<file path="config.mk">
export PLATFORM = sky130hd
export DESIGN_NAME = humidity_temp_median_conditioner_flat
export DESIGN_NICKNAME = d
export VERILOG_FILES = /design/src/hw/rtl/hmc_pkg.sv /design/src/hw/rtl/hmc_if.sv /design/src/hw/rtl/hmc_lane.sv /design/src/hw/rtl/hmc_temp_conv.sv /design/src/hw/rtl/hmc_hum_conv.sv /design/src/hw/rtl/humidity_temp_median_conditioner.sv /design/src/flat_wrapper.sv
export VERILOG_INCLUDE_DIRS = /design/src /design/src/hw/rtl
export SDC_FILE = /design/constraint.sdc
export NUM_CORES = 2
export LEC_CHECK = 0
export BUFFER_PORTS_ARGS = -buffer_cell sky130_fd_sc_hd__buf_4
export CAP_MARGIN = 10
export CORE_MARGIN = 4
export CORE_UTILIZATION = 40
export CTS_CLUSTER_SIZE = 30
export DETAILED_ROUTE_END_ITERATION = 8
export PLACE_DENSITY_LB_ADDON = 0.15
export SETUP_SLACK_MARGIN = 0.2
export SYNTH_ARGS = -nofsm -noshare
export SYNTH_HDL_FRONTEND = slang
export SYNTH_SLANG_ARGS = --single-unit
</file>
<file path="constraint.sdc">
create_clock -name clk -period 11.1 [get_ports clk]
set_input_delay 1.665 -clock clk [delete_from_list [all_inputs] [get_ports clk]]
set_output_delay 1.665 -clock clk [all_outputs]
set_load 0.02 [all_outputs]
</file>
<file path="src/hw/rtl/humidity_temp_median_conditioner_macros.svh">
// assertion macros for the median conditioner rtl
// expects clk and arst_n in the scope of the module that uses them
`ifndef HUMIDITY_TEMP_MEDIAN_CONDITIONER_MACROS_SVH
`define HUMIDITY_TEMP_MEDIAN_CONDITIONER_MACROS_SVH

// same-cycle implication, off during reset
`define HMC_ASSERT_SAME(lbl, ante, cons) \
	lbl: assert property (@(posedge clk) disable iff (!arst_n) (ante) |-> (cons)) \
		else $error("hmc same-cycle check failed");

// next-cycle implication, off during reset
`define HMC_ASSERT_NEXT(lbl, ante, cons) \
	lbl: assert property (@(posedge clk) disable iff (!arst_n) (ante) |=> (cons)) \
		else $error("hmc next-cycle check failed");

`endif

</file>
<file path="src/hw/rtl/hmc_pkg.sv">
// shared types, constants and crc table for the median conditioner
// no dependencies; used by every rtl file of the block except the assertion macros header
package hmc_pkg;

	localparam int WINDOW_LEN = 5;
	localparam int FILL_W     = $clog2(WINDOW_LEN + 1);
	localparam int RANK_W     = $clog2(WINDOW_LEN);
	localparam int MED_IDX    = WINDOW_LEN / 2;
	localparam int STAGES     = 6;

	localparam logic [7:0] CRC_POLY = 8'h31;
	localparam logic [7:0] ERR_LIMIT_RST = 8'd10;
	localparam logic [7:0] BAD_MAX = 8'hFF;

	// temperature: (17572*code - 307036160) / (65536*10), toward zero
	localparam logic [14:0]        TEMP_MUL  = 15'd17572;
	localparam logic signed [31:0] TEMP_OFS  = 32'sd307036160;
	localparam logic [12:0]        RECIP_10  = 13'd6554;
	// humidity: |1250*code - 3932160| / 65536
	localparam logic [10:0]        HUM_MUL   = 11'd1250;
	localparam logic signed [27:0] HUM_OFS   = 28'sd3932160;

	typedef logic [15:0] code_t;
	typedef logic [WINDOW_LEN-1:0][15:0] win_t;
	typedef logic [STAGES-1:0] stage_en_t;
	typedef logic signed [11:0] temp_t;
	typedef logic [10:0] hum_t;
	typedef logic [15:0][7:0] crc_cols_t;

	typedef struct packed {
		logic good;
		logic health;
		logic inval;
		logic hum_bad;
		logic temp_bad;
	} flags_t;

	// crc of a word with a single bit set, msb first, init zero
	function automatic crc_cols_t crc_cols_calc();
		crc_cols_t   cols;
		logic [7:0]  c;
		logic [15:0] w;
		for (int i = 0; i < 16; i++) begin
			w = 16'(1) << i;
			c = '0;
			for (int b = 15; b >= 0; b--) begin
				c = c ^ {w[b], 7'b0};
				c = c[7] ? ((c << 1) ^ CRC_POLY) : (c << 1);
			end
			cols[i] = c;
		end
		return cols;
	endfunction

	localparam crc_cols_t CRC_COLS = crc_cols_calc();

endpackage

</file>
<file path="src/hw/rtl/hmc_if.sv">
// valid/ready channel interfaces: sample request, result request, config write
// depends on hmc_pkg for the payload types
interface hmc_sample_if;
	import hmc_pkg::*;
	logic        valid;
	logic        ready;
	logic [15:0] hum_raw;
	logic [7:0]  hum_crc;
	logic [15:0] temp_raw;
	logic [7:0]  temp_crc;
	logic        bus_error;

	modport source (output valid, output hum_raw, output hum_crc, output temp_raw,
		output temp_crc, output bus_error, input ready);
	modport sink (input valid, input hum_raw, input hum_crc, input temp_raw,
		input temp_crc, input bus_error, output ready);
endinterface

interface hmc_result_if;
	import hmc_pkg::*;
	logic  valid;
	logic  ready;
	logic  value_valid;
	logic  sensor_ok;
	logic  invalidate;
	temp_t temp_tenths;
	hum_t  hum_tenths;
	logic  hum_crc_bad;
	logic  temp_crc_bad;

	modport source (output valid, output value_valid, output sensor_ok, output invalidate,
		output temp_tenths, output hum_tenths, output hum_crc_bad, output temp_crc_bad,
		input ready);
	modport sink (input valid, input value_valid, input sensor_ok, input invalidate,
		input temp_tenths, input hum_tenths, input hum_crc_bad, input temp_crc_bad,
		output ready);
endinterface

interface hmc_cfg_if;
	logic       valid;
	logic       ready;
	logic [7:0] data;

	modport source (output valid, output data, input ready);
	modport sink (input valid, input data, output ready);
endinterface

</file>
<file path="src/hw/rtl/hmc_lane.sv">
// one channel lane: crc check, median window and rank-based median pick
// depends on hmc_pkg
module hmc_lane (
	input  logic              clk,
	input  logic [15:0]       raw,
	input  logic [7:0]        crc_rx,
	input  logic              push,
	input  logic [hmc_pkg::FILL_W-1:0] fill,
	input  hmc_pkg::stage_en_t en,
	output logic              crc_bad,
	output hmc_pkg::code_t    med_s2
);
	import hmc_pkg::*;

	win_t       win_q;
	win_t       win_next;
	win_t       win_s1;
	code_t      code;
	code_t      med;
	logic [7:0] crc_calc;

	// crc is linear: xor the column of every set bit
	always_comb begin
		crc_calc = '0;
		for (int i = 0; i < 16; i++) begin
			if (raw[i]) crc_calc = crc_calc ^ CRC_COLS[i];
		end
		crc_bad = (crc_calc != crc_rx);
	end

	assign code = {raw[15:2], 2'b00};

	always_comb begin
		win_next = win_q;
		if (push) begin
			if (fill < FILL_W'(WINDOW_LEN)) begin
				// warm-up: fill this slot and all later ones
				for (int i = 0; i < WINDOW_LEN; i++) begin
					if (FILL_W'(i) >= fill) win_next[i] = code;
				end
			end else begin
				win_next = {code, win_q[WINDOW_LEN-1:1]};
			end
		end
	end

	// rank of each entry, ties broken by position; the middle rank is the median
	always_comb begin
		logic [RANK_W-1:0] rank;
		med = '0;
		for (int i = 0; i < WINDOW_LEN; i++) begin
			rank = '0;
			for (int j = 0; j < WINDOW_LEN; j++) begin
				if (j != i) begin
					if ((win_s1[j] < win_s1[i]) || ((win_s1[j] == win_s1[i]) && (j < i)))
						rank = rank + RANK_W'(1);
				end
			end
			if (rank == RANK_W'(MED_IDX)) med = med | win_s1[i];
		end
	end

	always_ff @(posedge clk) begin
		if (push) win_q <= win_next;
		if (en[0]) win_s1 <= win_next;
		if (en[1]) med_s2 <= med;
	end

endmodule

</file>
<file path="src/hw/rtl/hmc_temp_conv.sv">
// temperature median to tenths of a degree, three stages
// depends on hmc_pkg
module hmc_temp_conv (
	input  logic               clk,
	input  hmc_pkg::stage_en_t en,
	input  hmc_pkg::code_t     med_s2,
	output hmc_pkg::temp_t     temp_s5
);
	import hmc_pkg::*;

	logic [30:0]        prod_s3;
	logic signed [31:0] num;
	logic [31:0]        mag;
	logic               neg_s4;
	logic [13:0]        q_s4;
	logic [26:0]        t;
	logic [11:0]        mag12;

	always_comb begin
		num = $signed({1'b0, prod_s3}) - TEMP_OFS;
		mag = num[31] ? 32'(-num) : 32'(num);
		// floor(q/10) through the reciprocal, exact for q below 16384
		t = 27'(q_s4) * 27'(RECIP_10);
		mag12 = {1'b0, t[26:16]};
	end

	always_ff @(posedge clk) begin
		if (en[2]) prod_s3 <= 31'(TEMP_MUL) * 31'(med_s2);
		if (en[3]) begin
			neg_s4 <= num[31];
			q_s4   <= mag[29:16];
		end
		if (en[4]) temp_s5 <= temp_t'(neg_s4 ? -mag12 : mag12);
	end

endmodule

</file>
<file path="src/hw/rtl/hmc_hum_conv.sv">
// humidity median to tenths of a percent, three stages
// depends on hmc_pkg
module hmc_hum_conv (
	input  logic               clk,
	input  hmc_pkg::stage_en_t en,
	input  hmc_pkg::code_t     med_s2,
	output hmc_pkg::hum_t      hum_s5
);
	import hmc_pkg::*;

	logic [26:0]        prod_s3;
	logic signed [27:0] num;
	logic [27:0]        mag;
	hum_t               hum_s4;

	always_comb begin
		num = $signed({1'b0, prod_s3}) - HUM_OFS;
		mag = num[27] ? 28'(-num) : 28'(num);
	end

	always_ff @(posedge clk) begin
		if (en[2]) prod_s3 <= 27'(HUM_MUL) * 27'(med_s2);
		if (en[3]) hum_s4 <= mag[26:16];
		if (en[4]) hum_s5 <= hum_s4;
	end

endmodule

</file>
<file path="src/hw/rtl/humidity_temp_median_conditioner.sv">
// humidity/temperature sample conditioner: crc check, median-of-window, fixed-point scaling
// an accepted sample passes stages s1 to s5; output register s6 offers the result request
// throughput: one sample per cycle, set by the six-stage lane pipeline with per-stage stall
// reset (arst_n low, async): health, error count, warm-up count, held outputs cleared,
// error_limit back to 10; the window stores have no reset and are filled on the first good sample
`include "humidity_temp_median_conditioner_macros.svh"
module humidity_temp_median_conditioner (
	input  logic          clk,
	input  logic          arst_n,
	hmc_sample_if.sink    sample,
	hmc_result_if.source  result,
	hmc_cfg_if.sink       cfg
);
	import hmc_pkg::*;

	// stage valid bits and load enables, s1 at index 0 through the output register s6
	logic [STAGES-1:0] vld_q;
	stage_en_t         en;

	// channel state, updated the cycle a sample is accepted; limit_q on cfg writes
	logic [7:0]        limit_q;
	logic [7:0]        bad_q;
	logic              health_q;
	logic [FILL_W-1:0] fill_q;

	logic       accept;
	logic       hum_bad;
	logic       temp_bad;
	logic       good;
	logic       push;
	logic [7:0] bad_inc;
	logic       hit;
	flags_t     flags_new;

	flags_t flags_s1, flags_s2, flags_s3, flags_s4, flags_s5;

	code_t hum_med_s2;
	code_t temp_med_s2;
	temp_t temp_s5;
	hum_t  hum_s5;

	// last good filtered values, repeated on bad samples
	temp_t last_temp_q;
	hum_t  last_hum_q;

	// output register
	flags_t flags_s6;
	temp_t  temp_s6;
	hum_t   hum_s6;

	// a stage loads when it is empty or its successor loads, so bubbles close up
	always_comb begin
		en[STAGES-1] = !vld_q[STAGES-1] || result.ready;
		for (int i = STAGES - 2; i >= 0; i--) begin
			en[i] = !vld_q[i] || en[i+1];
		end
	end

	assign sample.ready = en[0];
	assign accept       = sample.valid && en[0];
	assign cfg.ready    = 1'b1;

	// two lanes side by side, one per channel
	hmc_lane u_hum_lane (
		.clk     (clk),
		.raw     (sample.hum_raw),
		.crc_rx  (sample.hum_crc),
		.push    (push),
		.fill    (fill_q),
		.en      (en),
		.crc_bad (hum_bad),
		.med_s2  (hum_med_s2)
	);

	hmc_lane u_temp_lane (
		.clk     (clk),
		.raw     (sample.temp_raw),
		.crc_rx  (sample.temp_crc),
		.push    (push),
		.fill    (fill_q),
		.en      (en),
		.crc_bad (temp_bad),
		.med_s2  (temp_med_s2)
	);

	hmc_temp_conv u_temp_conv (
		.clk     (clk),
		.en      (en),
		.med_s2  (temp_med_s2),
		.temp_s5 (temp_s5)
	);

	hmc_hum_conv u_hum_conv (
		.clk    (clk),
		.en     (en),
		.med_s2 (hum_med_s2),
		.hum_s5 (hum_s5)
	);

	// merge: good decision and health bookkeeping
	always_comb begin
		good    = !sample.bus_error && !hum_bad && !temp_bad;
		push    = accept && good;
		// error count saturates rather than wrapping
		bad_inc = (bad_q != BAD_MAX) ? bad_q + 8'd1 : bad_q;
		hit     = (bad_inc >= limit_q);
		flags_new.good     = good;
		flags_new.health   = good ? 1'b1 : (hit ? 1'b0 : health_q);
		flags_new.inval    = !good && hit;
		flags_new.hum_bad  = hum_bad;
		flags_new.temp_bad = temp_bad;
	end

	always_ff @(posedge clk or negedge arst_n) begin
		if (!arst_n) begin
			vld_q       <= '0;
			limit_q     <= ERR_LIMIT_RST;
			bad_q       <= '0;
			health_q    <= 1'b0;
			fill_q      <= '0;
			last_temp_q <= '0;
			last_hum_q  <= '0;
		end else begin
			if (cfg.valid) limit_q <= cfg.data;
			if (accept) begin
				health_q <= flags_new.health;
				if (good) begin
					bad_q <= '0;
					if (fill_q < FILL_W'(WINDOW_LEN)) fill_q <= fill_q + FILL_W'(1);
				end else begin
					bad_q <= hit ? 8'd0 : bad_inc;
				end
			end
			if (en[0]) vld_q[0] <= accept;
			for (int i = 1; i < STAGES; i++) begin
				if (en[i]) vld_q[i] <= vld_q[i-1];
			end
			if (en[STAGES-1] && vld_q[STAGES-2] && flags_s5.good) begin
				last_temp_q <= temp_s5;
				last_hum_q  <= hum_s5;
			end
		end
	end

	// flags ride along with the lane data; output stage picks fresh or held values
	always_ff @(posedge clk) begin
		if (en[0]) flags_s1 <= flags_new;
		if (en[1]) flags_s2 <= flags_s1;
		if (en[2]) flags_s3 <= flags_s2;
		if (en[3]) flags_s4 <= flags_s3;
		if (en[4]) flags_s5 <= flags_s4;
		if (en[5]) begin
			flags_s6 <= flags_s5;
			temp_s6  <= flags_s5.good ? temp_s5 : last_temp_q;
			hum_s6   <= flags_s5.good ? hum_s5 : last_hum_q;
		end
	end

	assign result.valid        = vld_q[STAGES-1];
	assign result.value_valid  = flags_s6.good;
	assign result.sensor_ok    = flags_s6.health;
	assign result.invalidate   = flags_s6.inval;
	assign result.temp_tenths  = temp_s6;
	assign result.hum_tenths   = hum_s6;
	assign result.hum_crc_bad  = flags_s6.hum_bad;
	assign result.temp_crc_bad = flags_s6.temp_bad;

	// an invalidate pulse always reports a failed sensor
	`HMC_ASSERT_SAME(a_inval_not_ok, result.valid && result.invalidate, !result.sensor_ok)
	// a good result comes with clean crcs and a healthy sensor
	`HMC_ASSERT_SAME(a_good_clean, result.valid && result.value_valid,
		result.sensor_ok && !result.invalidate && !result.hum_crc_bad && !result.temp_crc_bad)
	// warm-up count never runs past the window
	`HMC_ASSERT_SAME(a_fill_range, 1'b1, fill_q <= FILL_W'(WINDOW_LEN))
	// a good sample request heals the sensor
	`HMC_ASSERT_NEXT(a_good_heals, push, health_q && (bad_q == 8'd0))
	// reaching the limit clears the count and the health
	`HMC_ASSERT_NEXT(a_limit_clears, accept && !good && hit, (bad_q == 8'd0) && !health_q)

endmodule
</file>
<file path="src/flat_wrapper.sv">
// flat-port wrapper written by rule: the top's interface ports become plain ports
module humidity_temp_median_conditioner_flat import hmc_pkg::*;
  (clk, arst_n, sample_valid, sample_hum_raw, sample_hum_crc, sample_temp_raw, sample_temp_crc, sample_bus_error, sample_ready, result_valid, result_value_valid, result_sensor_ok, result_invalidate, result_temp_tenths, result_hum_tenths, result_hum_crc_bad, result_temp_crc_bad, result_ready, cfg_valid, cfg_data, cfg_ready);
  hmc_sample_if sample_i ();
  hmc_result_if result_i ();
  hmc_cfg_if cfg_i ();
  input  logic clk;
  input  logic arst_n;
  input wire logic [$bits(sample_i.valid)-1:0] sample_valid;
  input wire logic [$bits(sample_i.hum_raw)-1:0] sample_hum_raw;
  input wire logic [$bits(sample_i.hum_crc)-1:0] sample_hum_crc;
  input wire logic [$bits(sample_i.temp_raw)-1:0] sample_temp_raw;
  input wire logic [$bits(sample_i.temp_crc)-1:0] sample_temp_crc;
  input wire logic [$bits(sample_i.bus_error)-1:0] sample_bus_error;
  output wire logic [$bits(sample_i.ready)-1:0] sample_ready;
  output wire logic [$bits(result_i.valid)-1:0] result_valid;
  output wire logic [$bits(result_i.value_valid)-1:0] result_value_valid;
  output wire logic [$bits(result_i.sensor_ok)-1:0] result_sensor_ok;
  output wire logic [$bits(result_i.invalidate)-1:0] result_invalidate;
  output wire logic [$bits(result_i.temp_tenths)-1:0] result_temp_tenths;
  output wire logic [$bits(result_i.hum_tenths)-1:0] result_hum_tenths;
  output wire logic [$bits(result_i.hum_crc_bad)-1:0] result_hum_crc_bad;
  output wire logic [$bits(result_i.temp_crc_bad)-1:0] result_temp_crc_bad;
  input wire logic [$bits(result_i.ready)-1:0] result_ready;
  input wire logic [$bits(cfg_i.valid)-1:0] cfg_valid;
  input wire logic [$bits(cfg_i.data)-1:0] cfg_data;
  output wire logic [$bits(cfg_i.ready)-1:0] cfg_ready;
  assign sample_i.valid = sample_valid;
  assign sample_i.hum_raw = sample_hum_raw;
  assign sample_i.hum_crc = sample_hum_crc;
  assign sample_i.temp_raw = sample_temp_raw;
  assign sample_i.temp_crc = sample_temp_crc;
  assign sample_i.bus_error = sample_bus_error;
  assign sample_ready = sample_i.ready;
  assign result_valid = result_i.valid;
  assign result_value_valid = result_i.value_valid;
  assign result_sensor_ok = result_i.sensor_ok;
  assign result_invalidate = result_i.invalidate;
  assign result_temp_tenths = result_i.temp_tenths;
  assign result_hum_tenths = result_i.hum_tenths;
  assign result_hum_crc_bad = result_i.hum_crc_bad;
  assign result_temp_crc_bad = result_i.temp_crc_bad;
  assign result_i.ready = result_ready;
  assign cfg_i.valid = cfg_valid;
  assign cfg_i.data = cfg_data;
  assign cfg_ready = cfg_i.ready;
  humidity_temp_median_conditioner u_core (.clk(clk), .arst_n(arst_n), .sample(sample_i), .result(result_i), .cfg(cfg_i));
endmodule
</file>
==> summary.md <==
| Metric | Value |
|---|---|
| Yosys warnings | `0` |
| Max-cap violation count | `0` |
| Tmin final | `5.891 ns` |
| Status | `completed` |
| Clk sinks | `558` |
| DRC viols | `0` |
| Initial Utilization | `40.43%` |
| H-tree depth | `2` |
| Reg clk slew, reported paths | `0.06 ns` |
| Routed Antenna Nets | `0` |
| First-pass GRT wire length | `160500 um` |
| Slew Viols, Final | `0` |
| Via count | `between 20000 and 30000` |
| Layout cells sized above 1 | `8.512%` |
| Post-CTS Hold Fix Bufs | `0` |
| WL met2 | `46030 um` |
| Setup TNS | `0 ns` |
| Setup Viol. Count Final | `0` |
| Port Buffers | `91` |
| Total grt overflow | `0` |
| Post-synth EDFFs | `between 500 and 600` |
| # Post-CTS Setup Buffers | `0` |
| Clk root buf | `clkbuf_16` |
| Syn_nets | `between 4000 and 5000` |
| Startpoint Class | `register` |
| CTS Buf Count | `61` |
| Tightest Hold Check Type | `register to register` |
| Max Fanout on Critical Path | `7` |
| Vias in the first global route | `27680` |
| Avg Cell Area, Syn | `11.23 um2` |
| Worst skew pair latency | `0.65 ns` |
| Ys flop type | `edfxtp_1` |
| Flop2flop setup slack | `between 5 and 6 ns` |
| WL per Instance | `between 15 and 20 um` |
| Worst EP required | `roughly 11 ns` |
| GRT Overall Usage | `18.97%` |
| Clock Path Buffers | `3` |
| CTS resizes | `0` |
| Drt pass-1 iters | `6` |
| Yosys reg bits | `558` |
| Cell Rows | `around 120` |
| Mapped Area | `between 40000 and 50000 um2` |
| Hold violation count in the final report | `0` |
| Metal3 WL | `5643 um` |
| Critical Path AT | `6.26 ns` |
| Initial DRC Count | `2036` |
| Placed cell areas | `roughly 43000 um2` |
| Core area | `100400 um2` |
| I/O pin count | `93` |
| Die Height | `between 300 and 400 um` |
| Dpl hpwl | `a little under 80000 um` |
| Area grow syn2layout | `10.23%` |
| Worst Tran Pin Value | `1.204 ns` |
| Mapped Cells | `3617` |
| Register area share after synthesis | `40.67%` |
| Critical path capture point type | `register` |
| Final cycle utilization of the critical path | `53.07%` |
| Die Area | `106700 um2` |
| Die span in x | `between 300 and 400 um` |
| Commonest non-fill, non-tap cell in the layout | `ha_1` |
| RSZ-0062 raised after global routing | `false` |
| F_max | `around 170 MHz` |
| Post-route cell area | `44760 um2` |
| Post-synth ARST share | `8.781%` |
| Netlist cell types | `85` |
| Commonest non-fill, non-tap cells in the layout | `ha_1 (618), edfxtp_1 (509), inv_1 (467), nand2_1 (200), a21oi_1 (138)` |
| Initial antenna violation count | `4` |
| RePlAce Congestion | `slightly below 0.9` |
| Fin Clk Skew | `0.04492 ns` |
| CTS tree | `built` |
| Hold Slack | `0.4189 ns` |
| Antenna Diode Count | `0` |
| Setup CP Type | `register to register` |
| # nets final | `4479` |
| Slew headroom | `18.16%` |
| WL final | `101800 um` |
| DRT met1 WL | `48420 um` |
| Post-DR vias/cell | `~5.4` |
| Largest net degree at the start of global routing | `88` |
| Uppermost layer routed | `met4` |
metal layers:
layer / vias up / global-route usage, %
li1: 13570 / -
met1: 13410 / 27.36
met2: 649 / 30.39
met3: 96 / 3.022
met4: 0 / 3.707
met5: - / 0
final timing paths:
path / endpoint / cells after the start / startpoint
worst max-delay path: u_core.u_temp_conv.temp_s5[11] / 18 / u_core.u_temp_conv.q_s4[5]
worst min-delay path: u_core.flags_s3[3] / 0 / u_core.flags_s2[3]
worst max register to register: u_core.u_temp_conv.temp_s5[11] / 18 / u_core.u_temp_conv.q_s4[5]
worst min register to register: u_core.flags_s3[3] / 0 / u_core.flags_s2[3]
max in group asynchronous: u_core.last_hum_q[8] / 1 / arst_n
min in group asynchronous: u_core.last_temp_q[3] / 1 / arst_n
state kept, by name, indices dropped and copies added, names as in the netlist, 12 cells and up:
signal,count
u_core.u_temp_lane.win_s1,80
u_core.u_hum_lane.win_q,80
u_core.u_temp_lane.win_q,80
u_core.result.temp_tenths,12
u_core.u_hum_lane.med_s2,16
u_core.u_temp_conv.prod_s3,29
u_core.u_temp_lane.med_s2,16
u_core.u_hum_conv.prod_s3,26
u_core.last_temp_q,12
u_core.u_temp_conv.q_s4,14
u_core.u_hum_lane.win_s1,80
u_core.u_temp_conv.temp_s5,12
layout make-up:
class | instances | area (um2)
fill | 9462 | 55680
clock inverter | 37 | 360.3
sequential | 558 | 16510
multi-input combinational | 2474 | 21900
timing repair buffer | 122 | 913.4
clock buffer | 75 | 1599
inverter | 470 | 1772
tap | 1357 | 1698
cell usage after synthesis (47+ instances only):
cell type	n	share of area (%)
clkbuf_1	77	0.71
nand2_1	202	1.9
nand3_1	64	0.79
a21o_1	100	1.8
o21ai_0	115	1.4
xnor2_1	107	2.3
o2bb2ai_1	57	1.2
edfxtp_1	509	38
a21oi_1	138	1.7
o22ai_1	68	1.0
a22oi_1	59	1.1
dfrtp_1	47	2.9
xor2_1	59	1.3
o21a_1	63	1.2
ha_1	618	19
inv_1	468	4.3
mux2_2	51	1.4
nor2_1	98	0.91
nand4_1	75	1.2
fa_1	112	5.5
critical path, stage by stage, from the launching register on:
cell and delay [ns]:
edfxtp_1 0.50, ha_1 0.37, inv_1 0.07, fa_1 0.49
inv_1 0.05, fa_1 0.53, inv_1 0.05, fa_1 0.50
fa_1 0.54, inv_1 0.04, ha_1 0.40, o211ai_1 0.12
nor2_1 0.21, a21oi_1 0.15, nor3_1 0.42, o211ai_1 0.26
o21ai_0 0.44, a21oi_1 0.15, o41a_1 0.34
stage by stage:
| step | util [%] | setup slack [ns] | cells |
|---|---|---|---|
| after floorplan | - | 0.7711 | 3617 |
| after global placement | 42.61 | 4.873 | 4980 |
| after detailed placement | 42.61 | 4.765 | 4980 |
| after CTS | 44.56 | 5.163 | 5092 |
| after global routing | 44.57 | 4.654 | 5093 |
| final | 44.57 | 5.209 | 5093 |
kinds of logic after synthesis:
family / count (synthesis) / synth area share [%]
and+or+nand+nor: 623 / 7.694
other: 1 / 0.009235
xor gates and xnor gates: 174 / 4.027
buffers and inverters: 585 / 5.636
DFF: 558 / 40.67
muxes: 75 / 2.006
AOI/OAI and AO/OA: 871 / 15.39
adders and majority gates: 730 / 24.56
Power is left out: the tool's default activity adds up to more than one toggle a clock period on the data nets, which glitch-free logic cannot reach.
